--- config.mk ---
export PLATFORM = sky130hd
export DESIGN_NAME = lpct_ctrl
export DESIGN_NICKNAME = d
export VERILOG_FILES = /design/src/rtl/lpct_pkg.sv /design/src/rtl/lpct_ctrl.sv
export SDC_FILE = /design/constraint.sdc
export NUM_CORES = 1
export LEC_CHECK = 0
export BUFFER_PORTS_ARGS = -buffer_cell sky130_fd_sc_hd__buf_2
export CAP_MARGIN = 20
export CORE_AREA = 2 2 39 41
export CTS_CLUSTER_DIAMETER = 30
export DETAILED_ROUTE_END_ITERATION = 10
export DIE_AREA = 0 0 41 43
export PLACE_DENSITY = 0.44
export SETUP_SLACK_MARGIN = 0.4
export SYNTH_ARGS = -nofsm -noshare
export SYNTH_HDL_FRONTEND = slang
export SYNTH_SLANG_ARGS = --single-unit
export TNS_END_PERCENT = 30
--- constraint.sdc ---
create_clock -name clk -period 1.2 [get_ports clk]
set_input_delay 0.18 -clock clk [delete_from_list [all_inputs] [get_ports clk]]
set_output_delay 0.18 -clock clk [all_outputs]
set_load 0.02 [all_outputs]
--- src/rtl/lpct_pkg.sv ---
// ----------------------------------------------------------------------------
// lpct_pkg
// Shared constants, codes and controller/datapath interface types for the
// linear probing count table.
// ----------------------------------------------------------------------------
package lpct_pkg;

    // default sizes of the slot store
    localparam int SLOTS_DEF      = 1024;
    localparam int COUNT_BITS_DEF = 16;

    // item field widths
    localparam int OPC_W    = 2;
    localparam int KEY_W    = 31;
    localparam int OCOUNT_W = 16;
    localparam int STATUS_W = 2;

    // configuration
    localparam int                CFG_W          = 11;
    localparam int                PADDR_W        = 3;
    localparam int                PDATA_W        = 32;
    localparam int                REG_TABLE_SIZE = 0;
    localparam logic [CFG_W-1:0]  TABLE_SIZE_RST = 11'd1024;

    // key modulo: digit bits retired per cycle and division steps per key
    localparam int DIV_DIGIT_BITS = 4;
    localparam int DIV_STEPS      = 8;
    localparam int DIV_W          = DIV_DIGIT_BITS * DIV_STEPS;
    localparam int DIV_CNT_W      = $clog2(DIV_STEPS);

    // opcodes
    localparam logic [OPC_W-1:0] OP_INSERT = 2'd0;
    localparam logic [OPC_W-1:0] OP_SEARCH = 2'd1;
    localparam logic [OPC_W-1:0] OP_DELETE = 2'd2;
    localparam logic [OPC_W-1:0] OP_NOP    = 2'd3;

    // result status codes
    localparam logic [STATUS_W-1:0] STAT_OK      = 2'd0;
    localparam logic [STATUS_W-1:0] STAT_FULL    = 2'd1;
    localparam logic [STATUS_W-1:0] STAT_MISSING = 2'd2;

    // controller to datapath
    typedef struct packed {
        logic load;
        logic clear_step;
        logic div_step;
        logic probe_init;
        logic rd_en;
        logic probe_adv;
        logic finish;
        logic res_nop;
        logic out_load;
    } lpct_cmd_t;

    // datapath to controller
    typedef struct packed {
        logic clear_last;
        logic op_nop;
        logic div_last;
        logic stop;
        logic last_probe;
        logic out_free;
    } lpct_stat_t;

endpackage

--- src/rtl/lpct_ctrl.sv ---
// ----------------------------------------------------------------------------
// lpct_ctrl
// Controller: clears the slot store after reset, then sequences modulo,
// probe reads, slot check and result hand-off for each item.
// ----------------------------------------------------------------------------
module lpct_ctrl (
    input  logic                 clk,
    input  logic                 rst_n,
    input  logic                 s_tvalid,
    output logic                 s_tready,
    input  lpct_pkg::lpct_stat_t stat,
    output lpct_pkg::lpct_cmd_t  cmd
);

    typedef enum logic [2:0] {
        S_CLEAR,
        S_IDLE,
        S_DIV,
        S_PINIT,
        S_RD,
        S_CMP,
        S_OUT
    } state_t;

    state_t state_reg;
    state_t state_next;

    always_comb
    begin
        cmd        = '0;
        state_next = state_reg;
        unique case (state_reg)
            S_CLEAR:
            begin
                cmd.clear_step = 1'b1;
                if (stat.clear_last)
                    state_next = S_IDLE;
            end
            S_IDLE:
            begin
                if (s_tvalid)
                begin
                    cmd.load   = 1'b1;
                    state_next = S_DIV;
                end
            end
            S_DIV:
            begin
                if (stat.op_nop)
                begin
                    cmd.res_nop = 1'b1;
                    state_next  = S_OUT;
                end
                else
                begin
                    cmd.div_step = 1'b1;
                    if (stat.div_last)
                        state_next = S_PINIT;
                end
            end
            S_PINIT:
            begin
                cmd.probe_init = 1'b1;
                state_next     = S_RD;
            end
            S_RD:
            begin
                cmd.rd_en  = 1'b1;
                state_next = S_CMP;
            end
            S_CMP:
            begin
                // stop on empty slot or key match, or after a full lap
                if (stat.stop || stat.last_probe)
                begin
                    cmd.finish = 1'b1;
                    state_next = S_OUT;
                end
                else
                begin
                    cmd.probe_adv = 1'b1;
                    state_next    = S_RD;
                end
            end
            S_OUT:
            begin
                if (stat.out_free)
                begin
                    cmd.out_load = 1'b1;
                    state_next   = S_IDLE;
                end
            end
            default:
            begin
                state_next = S_IDLE;
            end
        endcase
    end

    always_ff @(posedge clk or negedge rst_n)
    begin
        if (!rst_n)
            state_reg <= S_CLEAR;
        else
            state_reg <= state_next;
    end

    assign s_tready = (state_reg == S_IDLE);

endmodule
==> out/results.txt <==
CP Launch Type: register
Sw Share: 0.431
Initial antenna violation count: 0
CP delay by family, top: flip-flops
Total number of vias: 374
I/O pin total: 19
Actual slew at the worst max-slew pin: 296 ps
Leading area contributor after synthesis: dfrtp_1
Htree depth: 1
Starting Density: 0.212
Setup crit end kind: output pin
Util after Layout: 0.411
Largest net degree at the start of global routing: 9
Iteration-0 DRC Markers: 7
Post-DP HPWL: 665 um
Layout overhead on the synthesized area: 93.6%
Rel. slew slack: 0.801
Unrepaired setup endpoints after global routing: yes
Synth top area cells: dfrtp_1 26%, nor2_1 7.7%, a2bb2o_4 6.8%, nor3_1 6.8%, o21ai_0 6.8%
Synth Net Count: 49
DR WL/cell: 10.6 um
Final cycle utilization of the critical path: 1.14
Remaining global-route overflow: 0
Max IR drop VDD: 0.771 mV
Most common cell after layout, fill and taps aside: buf_4
Violated checks: setup timing
DR pass1 iterations: 4
Yosys top cell area share: 0.255
Nets: 76
Clock-pin slew on the worst setup and hold paths: 40 ps
Die Span X: 41 um
Share of post-route cells with drive strength above 1: 0.636
CP Depth: 3
Finished Layout Cells: 82
Outcome: finished, violations left
Max incr delay on CP: 400 ps
Post-route DRC: 0
Clock skew: 7.52 ps
Comb pwr share: 0.720
Peak Freq: 0.734 GHz
Design area: 569 um^2
Commonest cells after routing, fill and taps aside: 11 x buf_4, 9 x buf_2, 5 x buf_6
Die height: 43 um
Sink Count: 3
FF-to-FF path depth: 3
Fin. Hold Viols: 0
Maxcap violations: 0
Critical path type: reg2out
PnR worst setup slack: -162 ps
DR vias/cell: 4.56
Clk pwr share: 0.120
Placed instance count: 77
Slowest CP cell: dfrtp_1
Area of the core: 0.00138 mm^2
TritonCTS Buffers: 3
Gr usage total: 0.118
Crit path buf inv count: 1
Sequential power share: 0.160
Final wirelength: 866 um
Count of different cell masters after synthesis: 22
Syn avg cell area: 7.35 um^2
Worst EP arrival: 1180 ps
Min Tclk post-route: 1360 ps
Post-CTS Setup Bufs: 0
Clk buf depth: 2
Setup Viol. Count Final: 10
Register bit count reported by yosys: 3
ANT cells: 0
Mapped Area: 294 um^2
Crit-path cells: nand3b_1, nor3_4, buf_6
Worst EP required: 1020 ps
Power per Cell Area: 2690 mW/mm^2
Net switching power: 0.000659 W
Post-synthesis cell count: 40
Clock Latency Late Sink: 240 ps
Vias in the first global route: 343
First-pass GRT wire length: 1390 um
Synth Warn #: 0
Internal power: 0.000869 W
Register area share after synthesis: 0.255
GPL Wtd Cong: 0.664
Max Transition Viols Final: 0
CTS root buffer: clkbuf_4
Leak: 0.266 nW
Worst Path Max Fanout: 5
Buffers on Ports: 18
Die Area: 0.00176 mm^2
Placed cell areas: 479 um^2
Post-route ant nets: 0
FP Rows: 14
HP Class: in2async
CTS tree: built
Largest register FFs: 3
# fillers: 148
==> what timing repair did <==
action	in CTS	in global routing
gates resized for setup	16	2
endpoints found under the hold margin	3	0
pin swaps	1	1
hold buffers	1	0
setup endpoints to repair	13	13
==> synth_stat cells, drive strengths merged <==
cell type,n
inv,1
nor2b,2
nor3b,1
nand3b,1
o31ai,1
nand2,3
a2bb2o,1
dfrtp,3
nor2,6
a21oi,1
buf,4
and2,1
nand3,1
or2,1
nand2b,2
a211oi,1
o21ai,5
a311o,1
nor3,4
==> area by class of cell <==
class	count	area [um^2]	share of cell area
Sequential cell	3	77.6	0.136
Inverter	1	3.75	0.00659
Timing Repair Buffer	26	194	0.341
Tap cell	16	20.0	0.0352
Multi-Input combinational cell	32	248	0.435
Clock buffer	4	26.3	0.0462
==> layer usage <==
layer | part of all wire | routed length [um] | vias to the layer above | GRT usage
li1 | - | - | 189 | -
met1 | 0.40 | 350 | 172 | 0.143
met2 | 0.54 | 467 | 13 | 0.172
met3 | 0.055 | 48 | 0 | 0.0314
met4 | 0 | 0 | 0 | 0.0800
met5 | 0 | 0 | - | 0
==> cells by family after synthesis <==
| logic type | Yosys count | share of synthesized area |
|---|---|---|
| simple gates | 22 | 0.379 |
| compound gates | 10 | 0.255 |
| buf+inv | 5 | 0.111 |
| flops | 3 | 0.255 |
==> power by group through the flow <==
stage | logic, W | registers (W) | clock network, W
after CTS | 0.00109 | 0.000242 | 0.000189
after detailed placement | 0.000976 | 0.000229 | 0
after global placement | 0.000972 | 0.000236 | 0
after floorplan | 0.000787 | 0.000192 | 0
final | 0.00110 | 0.000245 | 0.000184
after global routing | 0.00120 | 0.000254 | 0.000203
==> worst paths after layout <==
check | endpoint | slack (ps) | from
setup / recovery | cmd[3] | -160 | state_reg[1]$_DFFE_PN0P_
hold / removal | state_reg[0]$_DFFE_PN0P_ | 270 | rst_n
setup reg to reg | state_reg[0]$_DFFE_PN0P_ | 10 | state_reg[1]$_DFFE_PN0P_
hold reg to reg | state_reg[2]$_DFFE_PN0P_ | 680 | state_reg[2]$_DFFE_PN0P_
max in group asynchronous | state_reg[2]$_DFFE_PN0P_ | 800 | rst_n
min in group clk | state_reg[2]$_DFFE_PN0P_ | 270 | stat[4]
==> through the flow <==
stage	hold WS [ps]	setup TNS (ps)	setup WS, ps	total power (W)
6_report	274	-1210	-162	0.00153
5_1_grt	279	-1850	-224	0.00166
4_1_cts	270	-1340	-175	0.00152
3_5_place_dp	-18.2	-6.57	-6.57	0.00120
3_3_place_gp	-17.1	-11.2	-11.2	0.00121
2_1_floorplan	-116	-29.3	-19.2	0.000978
==> worst register-to-register path: stages (launching register included) <==
cell and delay (ps):
dfrtp_1 400, buf_4 180, a311o_1 280, a2bb2o_4 220
No activity file was read; power rests on OpenSTA's default activity.
